<file path="config.mk">
export PLATFORM = sky130hd
export DESIGN_NAME = haptic_hbridge_drive_core
export DESIGN_NICKNAME = d
export VERILOG_FILES = /design/src/hhd_pkg.sv /design/src/haptic_hbridge_drive_core.sv /design/src/hhd_sdiv.sv /design/src/hhd_sine_rom.sv
export SDC_FILE = /design/constraint.sdc
export NUM_CORES = 2
export LEC_CHECK = 0
export BUFFER_PORTS_ARGS = -buffer_cell sky130_fd_sc_hd__buf_2
export CAP_MARGIN = 20
export CORE_MARGIN = 2
export CORE_UTILIZATION = 45
export CTS_BUF_LIST = sky130_fd_sc_hd__clkbuf_8 sky130_fd_sc_hd__clkbuf_16
export CTS_CLUSTER_SIZE = 16
export DETAILED_ROUTE_END_ITERATION = 10
export HOLD_SLACK_MARGIN = 0.15
export PLACE_DENSITY = 0.59
export SLEW_MARGIN = 20
export SYNTH_ARGS = -nofsm -noshare
export SYNTH_HDL_FRONTEND = slang
export SYNTH_SLANG_ARGS = --single-unit
export TNS_END_PERCENT = 1
</file>
<file path="constraint.sdc">
create_clock -name aclk -period 8.4 [get_ports aclk]
set_input_delay 1.68 -clock aclk [delete_from_list [all_inputs] [get_ports aclk]]
set_output_delay 1.68 -clock aclk [all_outputs]
set_load 0.01 [all_outputs]
</file>
<file path="src/hhd_pkg.sv">
// Shared types, constants and the half-sine series for the H-bridge haptic drive.
// No dependencies; every other file in src imports this package.
package hhd_pkg;

    // Defaults and fixed constants
    localparam int TABLE_SIZE_DEF = 256;
    localparam int SPEED_FULL     = 2000;
    localparam int DEADBAND       = 66;
    localparam int DIV_STEPS      = 32;
    localparam int DIV_CNT_W      = $clog2(DIV_STEPS + 1);

    localparam logic [63:0] PI_Q30  = 64'd3373259426;
    localparam logic [63:0] ONE_Q30 = 64'd1073741824;

    // Configuration register indexes
    localparam int CFG_ADDR_W = 3;
    localparam logic [CFG_ADDR_W-1:0] CFG_IMPACT_REF = 3'd0;
    localparam logic [CFG_ADDR_W-1:0] CFG_PULSE_MIN  = 3'd1;
    localparam logic [CFG_ADDR_W-1:0] CFG_PULSE_MAX  = 3'd2;
    localparam logic [CFG_ADDR_W-1:0] CFG_MIN_ROLL   = 3'd3;
    localparam logic [CFG_ADDR_W-1:0] CFG_ROLL_GAIN  = 3'd4;
    localparam logic [CFG_ADDR_W-1:0] CFG_DUTY_FS    = 3'd5;

    typedef enum logic [2:0] {
        ST_IDLE,
        ST_START,
        ST_DIV,
        ST_SCALE,
        ST_END,
        ST_SUM,
        ST_CMP,
        ST_LOAD
    } state_t;

    // Status and results of one serial divider
    typedef struct packed {
        logic        busy;
        logic        ovf;
        logic [15:0] quot;
        logic [15:0] rem;
    } sdiv_out_t;

    // Q0.16 sine of a Q30 angle in [0, pi/2]; five Taylor terms past the first.
    function automatic logic [15:0] hs_from_theta(input logic [63:0] theta);
        logic [63:0] term;
        logic signed [65:0] sum;
        logic [63:0] v;
        term = theta;
        sum  = $signed({2'b00, theta});
        term = ((term * theta) >> 30);
        term = ((term * theta) >> 30) / 64'd6;
        sum  = sum - $signed({2'b00, term});
        term = ((term * theta) >> 30);
        term = ((term * theta) >> 30) / 64'd20;
        sum  = sum + $signed({2'b00, term});
        term = ((term * theta) >> 30);
        term = ((term * theta) >> 30) / 64'd42;
        sum  = sum - $signed({2'b00, term});
        term = ((term * theta) >> 30);
        term = ((term * theta) >> 30) / 64'd72;
        sum  = sum + $signed({2'b00, term});
        term = ((term * theta) >> 30);
        term = ((term * theta) >> 30) / 64'd110;
        sum  = sum - $signed({2'b00, term});
        if (sum < 0) begin
            sum = '0;
        end
        if (sum > $signed({2'b00, ONE_Q30})) begin
            sum = $signed({2'b00, ONE_Q30});
        end
        v = ((64'(sum) * 64'd65535) + (64'd1 << 29)) >> 30;
        if (v > 64'd65535) begin
            v = 64'd65535;
        end
        return v[15:0];
    endfunction

endpackage

</file>
<file path="src/haptic_hbridge_drive_core.sv">
// Top level of the H-bridge haptic drive: FSM, pulse state, duty datapath.
// Depends on hhd_pkg, hhd_sdiv and hhd_sine_rom.
//
// One physics tick in, one pair of PWM duties out. An input transfer carries the tick
// time, ball position and velocity (tdata) and the rolling flag (tuser). A nonzero impact
// speed loads a Q0.16 pulse amplitude, min(impact*65535/impact_ref_speed, 65535), and a
// pulse end time; while the tick time is before that end, duty_plus carries the pulse and
// duty_minus is zero. Otherwise the end is cleared and, if the ball rolls at or above
// min_roll_speed, duty_minus carries a half-sine rumble picked by |position| mod
// TABLE_SIZE and scaled by min(|v|,2000)*roll_gain/2000. Magnitudes below 66 give a zero
// duty. From input transfer to a loaded result each tick passes a start state, then a
// divide state in which three restoring serial dividers (impact amplitude, rolling
// gain, table index) run side by side and produce one quotient bit per cycle until all
// are idle, then five short stages (scale, products, end-time sum, compare, load). The
// block takes one tick at a time; s_tready returns once the result sits in the output
// register, so the next tick can start while m_tvalid waits.
// Configuration writes are accepted on any cycle but belong in idle time.
module haptic_hbridge_drive_core #(
    parameter int TABLE_SIZE = hhd_pkg::TABLE_SIZE_DEF
) (
    input  logic                           aclk,
    input  logic                           aresetn,
    // input ticks
    input  logic                           s_tvalid,
    output logic                           s_tready,
    // [31:0] now_ms, [47:32] position_mm, [63:48] velocity_mmps, [79:64] impact_mmps
    input  logic [79:0]                    s_tdata,
    // [0] is_rolling
    input  logic                           s_tuser,
    // result duties
    output logic                           m_tvalid,
    input  logic                           m_tready,
    // [15:0] duty_plus, [31:16] duty_minus
    output logic [31:0]                    m_tdata,
    // configuration writes
    input  logic                           cfg_we,
    input  logic [hhd_pkg::CFG_ADDR_W-1:0] cfg_addr,
    input  logic [15:0]                    cfg_wdata
);
    import hhd_pkg::*;

    localparam int IDX_W = (TABLE_SIZE > 1) ? $clog2(TABLE_SIZE) : 1;

    // configuration registers
    logic [15:0] impact_ref_reg;
    logic [9:0]  pulse_min_reg;
    logic [9:0]  pulse_max_reg;
    logic [15:0] min_roll_reg;
    logic [15:0] roll_gain_reg;
    logic [15:0] duty_fs_reg;

    // persistent pulse state
    logic [31:0] pulse_end_reg;
    logic [15:0] pulse_amp_reg;

    // control
    state_t      state_reg, state_next;
    logic        m_valid_reg;
    logic        accept, div_start, out_load;

    // captured tick
    logic [31:0] now_reg;
    logic [15:0] speed_reg;
    logic [15:0] apos_reg;
    logic [15:0] impact_reg;
    logic        rolling_reg;

    // intermediate results
    logic [15:0] amp_reg;
    logic [15:0] g_reg;
    logic        roll_ok_reg;
    logic [25:0] span_prod_reg;
    logic [15:0] mag_reg;
    logic [31:0] end_cand_reg;
    logic        active_reg;
    logic [31:0] m_data_reg;

    // combinational helpers
    logic [15:0] vel_in, pos_in, vel_abs, pos_abs;
    logic [10:0] speed_clip;
    logic [26:0] g_dividend;
    logic [31:0] imp_dividend;
    logic [9:0]  span;
    logic [10:0] dur;
    logic        active;
    logic [15:0] sel_mag;
    logic [31:0] duty_prod;
    logic [15:0] duty;
    logic [31:0] mag_prod;
    logic [15:0] rom_data;

    sdiv_out_t   imp_div, g_div, mod_div;

    // ---------------------------------------------------------------- config port
    always_ff @(posedge aclk) begin
        if (!aresetn) begin
            impact_ref_reg <= 16'd3000;
            pulse_min_reg  <= 10'd10;
            pulse_max_reg  <= 10'd40;
            min_roll_reg   <= 16'd20;
            roll_gain_reg  <= 16'd52428;
            duty_fs_reg    <= 16'd1023;
        end else if (cfg_we) begin
            unique case (cfg_addr)
                CFG_IMPACT_REF: impact_ref_reg <= cfg_wdata;
                CFG_PULSE_MIN:  pulse_min_reg  <= cfg_wdata[9:0];
                CFG_PULSE_MAX:  pulse_max_reg  <= cfg_wdata[9:0];
                CFG_MIN_ROLL:   min_roll_reg   <= cfg_wdata;
                CFG_ROLL_GAIN:  roll_gain_reg  <= cfg_wdata;
                CFG_DUTY_FS:    duty_fs_reg    <= cfg_wdata;
                default:        ; // drop writes beyond the register list
            endcase
        end
    end

    // ---------------------------------------------------------------- sequencer
    always_comb begin
        state_next = state_reg;
        unique case (state_reg)
            ST_IDLE:  if (s_tvalid) begin
                          state_next = ST_START;
                      end
            ST_START: state_next = ST_DIV;
            ST_DIV:   if (!imp_div.busy) begin
                          state_next = ST_SCALE;
                      end
            ST_SCALE: state_next = ST_END;
            ST_END:   state_next = ST_SUM;
            ST_SUM:   state_next = ST_CMP;
            ST_CMP:   state_next = ST_LOAD;
            ST_LOAD:  if (!m_valid_reg || m_tready) begin
                          state_next = ST_IDLE;
                      end
            default:  state_next = ST_IDLE;
        endcase
    end

    always_comb begin
        s_tready  = (state_reg == ST_IDLE);
        div_start = (state_reg == ST_START);
        // hold the finished duties until the output register frees up
        out_load  = (state_reg == ST_LOAD) && (!m_valid_reg || m_tready);
    end

    assign accept = s_tvalid && s_tready;

    always_ff @(posedge aclk) begin
        if (!aresetn) begin
            state_reg   <= ST_IDLE;
            m_valid_reg <= 1'b0;
        end else begin
            state_reg <= state_next;
            if (out_load) begin
                m_valid_reg <= 1'b1;
            end else if (m_tready) begin
                m_valid_reg <= 1'b0;
            end
        end
    end

    // ---------------------------------------------------------------- capture
    assign pos_in  = s_tdata[47:32];
    assign vel_in  = s_tdata[63:48];
    // magnitude of a 16-bit two's complement value; -32768 maps to 32768
    assign vel_abs = vel_in[15] ? 16'(~vel_in + 16'd1) : vel_in;
    assign pos_abs = pos_in[15] ? 16'(~pos_in + 16'd1) : pos_in;

    always_ff @(posedge aclk) begin
        if (accept) begin
            now_reg     <= s_tdata[31:0];
            apos_reg    <= pos_abs;
            speed_reg   <= vel_abs;
            impact_reg  <= s_tdata[79:64];
            rolling_reg <= s_tuser;
        end
    end

    // ---------------------------------------------------------------- dividers
    assign imp_dividend = {impact_reg, 16'd0} - {16'd0, impact_reg};  // impact*65535
    assign speed_clip   = (speed_reg > 16'(SPEED_FULL)) ? 11'(SPEED_FULL) : speed_reg[10:0];
    assign g_dividend   = speed_clip * roll_gain_reg;

    // a zero reference speed yields an all-ones quotient, which saturates
    hhd_sdiv u_div_imp (
        .aclk     (aclk),
        .aresetn  (aresetn),
        .start    (div_start),
        .dividend (imp_dividend),
        .divisor  (impact_ref_reg),
        .res      (imp_div)
    );

    hhd_sdiv u_div_gain (
        .aclk     (aclk),
        .aresetn  (aresetn),
        .start    (div_start),
        .dividend ({5'd0, g_dividend}),
        .divisor  (16'(SPEED_FULL)),
        .res      (g_div)
    );

    // remainder gives |position| mod TABLE_SIZE
    hhd_sdiv u_div_idx (
        .aclk     (aclk),
        .aresetn  (aresetn),
        .start    (div_start),
        .dividend ({16'd0, apos_reg}),
        .divisor  (16'(TABLE_SIZE)),
        .res      (mod_div)
    );

    hhd_sine_rom #(
        .TABLE_SIZE (TABLE_SIZE)
    ) u_rom (
        .aclk (aclk),
        .addr (mod_div.rem[IDX_W-1:0]),
        .data (rom_data)
    );

    // ---------------------------------------------------------------- datapath
    assign span      = (pulse_max_reg > pulse_min_reg) ? pulse_max_reg - pulse_min_reg : 10'd0;
    assign dur       = {1'b0, pulse_min_reg} + {1'b0, span_prod_reg[25:16]};
    assign mag_prod  = rom_data * g_reg;
    assign active    = (end_cand_reg != 32'd0) && (now_reg < end_cand_reg);
    assign sel_mag   = active_reg ? pulse_amp_reg : (roll_ok_reg ? mag_reg : 16'd0);
    assign duty_prod = sel_mag * duty_fs_reg;
    assign duty      = (sel_mag < 16'(DEADBAND)) ? 16'd0 : duty_prod[31:16];

    always_ff @(posedge aclk) begin
        unique case (state_reg)
            ST_SCALE: begin
                amp_reg     <= imp_div.ovf ? 16'hFFFF : imp_div.quot;
                g_reg       <= g_div.quot;
                roll_ok_reg <= rolling_reg && (speed_reg >= min_roll_reg);
            end
            ST_END: begin
                span_prod_reg <= span * amp_reg;
                mag_reg       <= mag_prod[31:16];
            end
            ST_SUM: begin
                // end time wraps mod 2^32
                end_cand_reg <= (impact_reg != 16'd0) ? now_reg + 32'(dur) : pulse_end_reg;
            end
            ST_CMP: begin
                active_reg <= active;
            end
            default: ;
        endcase
        if (out_load) begin
            m_data_reg <= active_reg ? {16'd0, duty} : {duty, 16'd0};
        end
    end

    // pulse state: amplitude stored on any impact, end cleared once it has passed
    always_ff @(posedge aclk) begin
        if (!aresetn) begin
            pulse_end_reg <= 32'd0;
            pulse_amp_reg <= 16'd0;
        end else begin
            if (state_reg == ST_END && impact_reg != 16'd0) begin
                pulse_amp_reg <= amp_reg;
            end
            if (state_reg == ST_CMP) begin
                pulse_end_reg <= active ? end_cand_reg : 32'd0;
            end
        end
    end

    assign m_tvalid = m_valid_reg;
    assign m_tdata  = m_data_reg;

`ifndef SYNTHESIS
    // the three dividers start together and must finish together
    a_div_lockstep: assert property (@(posedge aclk) disable iff (!aresetn)
        (imp_div.busy == g_div.busy) && (imp_div.busy == mod_div.busy))
        else $error("serial dividers out of lockstep");

    // a stored pulse end always lies after the current tick time
    a_end_future: assert property (@(posedge aclk) disable iff (!aresetn)
        (state_reg == ST_LOAD) |-> ((pulse_end_reg == 32'd0) || (now_reg < pulse_end_reg)))
        else $error("pulse end kept although already passed");

    // plus and minus pins never drive at once
    a_one_pin: assert property (@(posedge aclk) disable iff (!aresetn)
        (m_tvalid && (m_tdata[15:0] != 16'd0)) |-> (m_tdata[31:16] == 16'd0))
        else $error("both bridge duties nonzero");

    // a result appears only from the load state
    a_load_src: assert property (@(posedge aclk) disable iff (!aresetn)
        $rose(m_valid_reg) |-> $past(state_reg == ST_LOAD))
        else $error("result valid without load");
`endif

endmodule

</file>
<file path="src/hhd_sdiv.sv">
// Restoring serial divider: one quotient bit per cycle, 32-bit dividend, 16-bit divisor.
// Uses hhd_pkg for the step count and the result struct.
module hhd_sdiv (
    input  logic              aclk,
    input  logic              aresetn,
    input  logic              start,
    input  logic [31:0]       dividend,
    input  logic [15:0]       divisor,
    output hhd_pkg::sdiv_out_t res
);
    import hhd_pkg::*;

    logic [DIV_CNT_W-1:0] cnt_reg, cnt_next;
    logic [31:0]          dvd_reg, dvd_next;
    logic [15:0]          rem_reg, rem_next;
    logic [15:0]          quot_reg, quot_next;
    logic                 ovf_reg, ovf_next;
    logic [16:0]          trial, diff;
    logic                 fits, busy;

    assign busy  = (cnt_reg != '0);
    assign trial = {rem_reg, dvd_reg[31]};
    assign fits  = (trial >= {1'b0, divisor});
    assign diff  = trial - {1'b0, divisor};

    always_comb begin
        cnt_next  = cnt_reg;
        dvd_next  = dvd_reg;
        rem_next  = rem_reg;
        quot_next = quot_reg;
        ovf_next  = ovf_reg;
        if (start) begin
            cnt_next  = DIV_CNT_W'(DIV_STEPS);
            dvd_next  = dividend;
            rem_next  = '0;
            quot_next = '0;
            ovf_next  = 1'b0;
        end else if (busy) begin
            cnt_next  = cnt_reg - 1'b1;
            dvd_next  = {dvd_reg[30:0], 1'b0};
            rem_next  = fits ? diff[15:0] : trial[15:0];
            quot_next = {quot_reg[14:0], fits};
            // quotient bits shifted out above bit 15 mean saturation
            ovf_next  = ovf_reg | quot_reg[15];
        end
    end

    always_ff @(posedge aclk) begin
        if (!aresetn) begin
            cnt_reg <= '0;
        end else begin
            cnt_reg <= cnt_next;
        end
        dvd_reg  <= dvd_next;
        rem_reg  <= rem_next;
        quot_reg <= quot_next;
        ovf_reg  <= ovf_next;
    end

    assign res.busy = busy;
    assign res.ovf  = ovf_reg;
    assign res.quot = quot_reg;
    assign res.rem  = rem_reg;

endmodule

</file>
<file path="src/hhd_sine_rom.sv">
// Half-sine lookup table built at elaboration, with registered read.
// Uses hhd_pkg for the series function and the angle constant.
module hhd_sine_rom #(
    parameter int TABLE_SIZE = hhd_pkg::TABLE_SIZE_DEF,
    localparam int IDX_W = (TABLE_SIZE > 1) ? $clog2(TABLE_SIZE) : 1
) (
    input  logic             aclk,
    input  logic [IDX_W-1:0] addr,
    output logic [15:0]      data
);
    import hhd_pkg::*;

    localparam logic [63:0] N1 = 64'(TABLE_SIZE - 1);

    logic [15:0] tab [TABLE_SIZE];
    logic [15:0] data_reg;

    for (genvar i = 0; i < TABLE_SIZE; i++) begin : g_tab
        // fold onto the rising quarter so the table is symmetric
        localparam logic [63:0] T_FOLD = (N1 - 64'(i) < 64'(i)) ? N1 - 64'(i) : 64'(i);
        localparam logic [63:0] THETA  = (PI_Q30 * T_FOLD) / N1;
        assign tab[i] = hs_from_theta(THETA);
    end

    always_ff @(posedge aclk) begin
        data_reg <= tab[addr];
    end

    assign data = data_reg;

endmodule
</file>
==> results.sh <==
export IMPL_grt_pass1_vias=42700
export IMPL_regArea_mm2=0.0137
export IMPL_avgSynthCellArea_um2=8.76
export IMPL_overflow=0
export IMPL_cts_tree="built"
export IMPL_critPathLaunchType="flip-flop"
export IMPL_io_buffer_count=138
export IMPL_cp_common_cell="fa_1"
export IMPL_synth_top_cell_area_share_pct=23.3
export IMPL_worst_path_max_delay_cell="fa_1"
export IMPL_p_leak_nw=26.7
export IMPL_cts_root_buf="clkbuf_16"
export IMPL_ioPinCount=139
export IMPL_antenna_found_initial=8
export IMPL_gp_congestion=0.986
export IMPL_timing_fmax_mhz=126
export IMPL_rr_worst_depth=29
export IMPL_post_route_period_util_pct=94.1
export IMPL_regToRegStartpoint="pulse_min_reg[0]$_SDFFE_PN0P_"
export IMPL_netlist_instances=6205
export IMPL_placed_cells=7685
export IMPL_setup_violations=0
export IMPL_rsz0062_at_grt="no"
export IMPL_synth_cell_types=84
export IMPL_die_y_um=351
export IMPL_min_path_cells=2
export IMPL_critPathMaxFanout=10
export IMPL_ff2ff_setup_slack_ns=0.49
export IMPL_finalCriticalPeriod_ns=7.91
export IMPL_criticalPathCategory="reg -> reg"
export IMPL_endpoint_kind="flip-flop"
export IMPL_drc_errors=0
export IMPL_maxSlewHeadroom_pct=29.0
export IMPL_arrival_ns=8.27
export IMPL_seq_area_frac_synth_pct=25.2
export IMPL_hold_buffers=0
export IMPL_synth_flop_cell="edfxtp_1"
export IMPL_place_area_mm2=0.0564
export IMPL_syn_nets=7381
export IMPL_grt_max_degree=83
export IMPL_status="finished, final reports clean"
export IMPL_power_density_mw_per_mm2=241
export IMPL_fin_worst_skew_ns=0.0187
export IMPL_grt_use_total_pct=24.2
export IMPL_die_x_um=351
export IMPL_critPathRequiredTime_ns=8.77
export IMPL_final_nets=7319
export IMPL_hold_ws_ns=0.449
export IMPL_cap_violations=0
export IMPL_start_util_pct=45.3
export IMPL_tns_ns=0
export IMPL_cts_num_sinks=544
export IMPL_utilization_pct=49.0
export IMPL_synth_edf_count=280
export IMPL_synth_area_leaders="fa_1 23%, edfxtp_1 15%, ha_1 10%"
export IMPL_std_cell_rows=127
export IMPL_h_tree_depth=3
export IMPL_hpwl_mm=107
export IMPL_fin_area_mm2=0.0587
export IMPL_cts_made_buffers=67
export IMPL_tightest_slew_ns=1.06
export IMPL_routed_via_density=5.41
export IMPL_via_count=42300
export IMPL_drt_iter0_markers=3328
export IMPL_multi_input_area_mm2=0.0363
export IMPL_maxSlewViolCount=0
export IMPL_synth_warnings=0
export IMPL_ant_nets=0
export IMPL_slowest_delay_ns=0.56
export IMPL_whs_endpoint="u_div_idx.dvd_reg[26]$_SDFFE_PP0P_"
export IMPL_ys_seq_elements=544
export IMPL_hp_class="reg -> reg"
export IMPL_finalWirelength_mm=146
export IMPL_coreArea_mm2=0.120
export IMPL_synth_area_mm2=0.0543
export IMPL_drive_gt1_share_pct=6.17
export IMPL_grt_pass1_wl_mm=237
export IMPL_fillers=11500
export IMPL_synth_largest_area_cell="fa_1"
export IMPL_wl_per_cell_um=18.7
export IMPL_final_cells=7812
export IMPL_clock_path_buffers=3
export IMPL_first_pass_iters=6
export IMPL_r2r_end="span_prod_reg[25]$_DFFE_PP_"
export IMPL_async_flop_share_pct=0
export IMPL_insertion_delay_ns=0.63
export IMPL_dieArea_mm2=0.124
export IMPL_peakVddDrop_mv=0.162
export IMPL_area_growth_pct=7.94
export IMPL_finalHoldViolCount=0
export IMPL_clk_pin_slew_worst_paths_ns=0.06
export IMPL_hold_start="u_div_idx.dvd_reg[26]$_SDFFE_PP0P_"
-- layout make-up --
class | count | share of cell area (%)
tap | 1612 | 3.44
clock inverter | 46 | 0.700
inverter | 824 | 5.27
sequential | 544 | 23.4
antenna | 5 | 0.0213
multi-input combinational | 4490 | 61.9
clock buffer | 75 | 3.12
timing repair buffer | 216 | 2.21
-- Yosys cell counts (all sizes together), types with 6 or more instances --
cell    number
o21bai       9
o31ai       20
xnor2       96
and2       331
a31oi       31
a22o        46
o41ai        6
mux2i       10
clkbuf     301
nand2b      34
inv        824
o221ai       7
buf         46
or4          7
fa         633
or3         14
nand2     1169
nand3       95
nand4       30
o21a        21
o21ai      266
nand3b       6
a21oi      387
a211o       10
a211oi      58
and3        46
o311ai      14
nor2       268
o211ai      39
dfxtp      264
o22ai       13
or2         27
a21boi      11
xor2        62
a311oi      14
edfxtp     280
a21o        60
nor2b       25
mux4         6
a221oi       9
nor4        20
ha         438
nor3        93
-- worst max path at each step --
stage	startpoint	endpoint	cells after the start
6_report	pulse_min_reg[0]$_SDFFE_PN0P_	span_prod_reg[25]$_DFFE_PP_	29
5_1_grt	pulse_min_reg[0]$_SDFFE_PN0P_	span_prod_reg[25]$_DFFE_PP_	29
4_1_cts	pulse_min_reg[0]$_SDFFE_PN0P_	span_prod_reg[25]$_DFFE_PP_	28
3_5_place_dp	pulse_min_reg[0]$_SDFFE_PN0P_	span_prod_reg[25]$_DFFE_PP_	28
3_3_place_gp	pulse_min_reg[0]$_SDFFE_PN0P_	span_prod_reg[25]$_DFFE_PP_	31
2_1_floorplan	pulse_max_reg[0]$_SDFFE_PN0P_	span_prod_reg[25]$_DFFE_PP_	35
-- what timing repair did --
action	CTS	global route
setup buffers	0	0
endpoints found under the setup margin	0	1
resized for setup	0	1
-- cell families (layout without fill, tap and decap cells) --
| kind of cell | after synthesis | count (layout) | synth area share, % |
|---|---|---|---|
| xor+xnor | 158 | 158 | 2.55 |
| other cells | 0 | 5 | 0 |
| buf+inv | 1171 | 1161 | 8.14 |
| flops | 544 | 544 | 25.2 |
| fa+ha+maj | 1072 | 1072 | 33.4 |
| mux | 17 | 17 | 0.454 |
| simple gates | 2179 | 2179 | 18.2 |
| compound gates | 1064 | 1064 | 12.1 |
-- critical path, delay by kind of cell, from the launching register on --
kind | cells | cell delay (ns)
adders and majority gates | 8 | 3.34
and+or+nand+nor | 6 | 1.07
xor gates and xnor gates | 1 | 0.07
buffers and inverters | 4 | 0.36
DFF | 1 | 0.37
AOI/OAI and AO/OA | 10 | 2.43
-- metrics by stage --
step	worst slack, ns	power (W)
after floorplan	0.968	0.00933
after global placement	0.619	0.0112
after detailed placement	0.400	0.0112
after CTS	0.401	0.0142
after global routing	0.0580	0.0155
final	0.492	0.0142
-- cell usage in the layout (no fill, tap or decap), drive strengths merged, types with 9 or more instances in the layout --
cell    Yosys  final
or3        14     14
a21boi     11     11
o21bai      9      9
nand2b     34     34
nand4      30     30
xor2       62     62
ha        438    438
buf        46    216
and3       46     46
edfxtp    280    280
a211oi     58     58
a31oi      31     31
and2      331    331
clkinv      0     12
a311oi     14     14
xnor2      96     96
a21o       60     60
nand3      95     95
nor2b      25     25
inv       824    848
nand2    1169   1169
o311ai     14     14
dfxtp     264    264
o211ai     39     39
o21ai     266    266
fa        633    633
clkbuf    301     75
or2        27     27
nor4       20     20
a22o       46     46
a21oi     387    387
a221oi      9      9
a211o      10     10
o31ai      20     20
o21a       21     21
mux2i      10     10
nor2      268    268
o22ai      13     13
nor3       93     93
-- metal layers --
| layer | part of all wire [%] | global-route usage [%] |
|---|---|---|
| met1 | 45 | 34.0 |
| met4 | 3.2 | 7.77 |
| met5 | 0.044 | 0 |
| met3 | 7.6 | 5.02 |
| met2 | 44 | 37.2 |
-- power by group --
part           switching [W]  internal, W  total [W]
Clock                0.00116      0.00176    0.00292
Sequential          0.000442      0.00356    0.00400
Combinational        0.00436      0.00288    0.00724
Total                0.00597      0.00819     0.0142
Power figures use the tool's default switching activity.
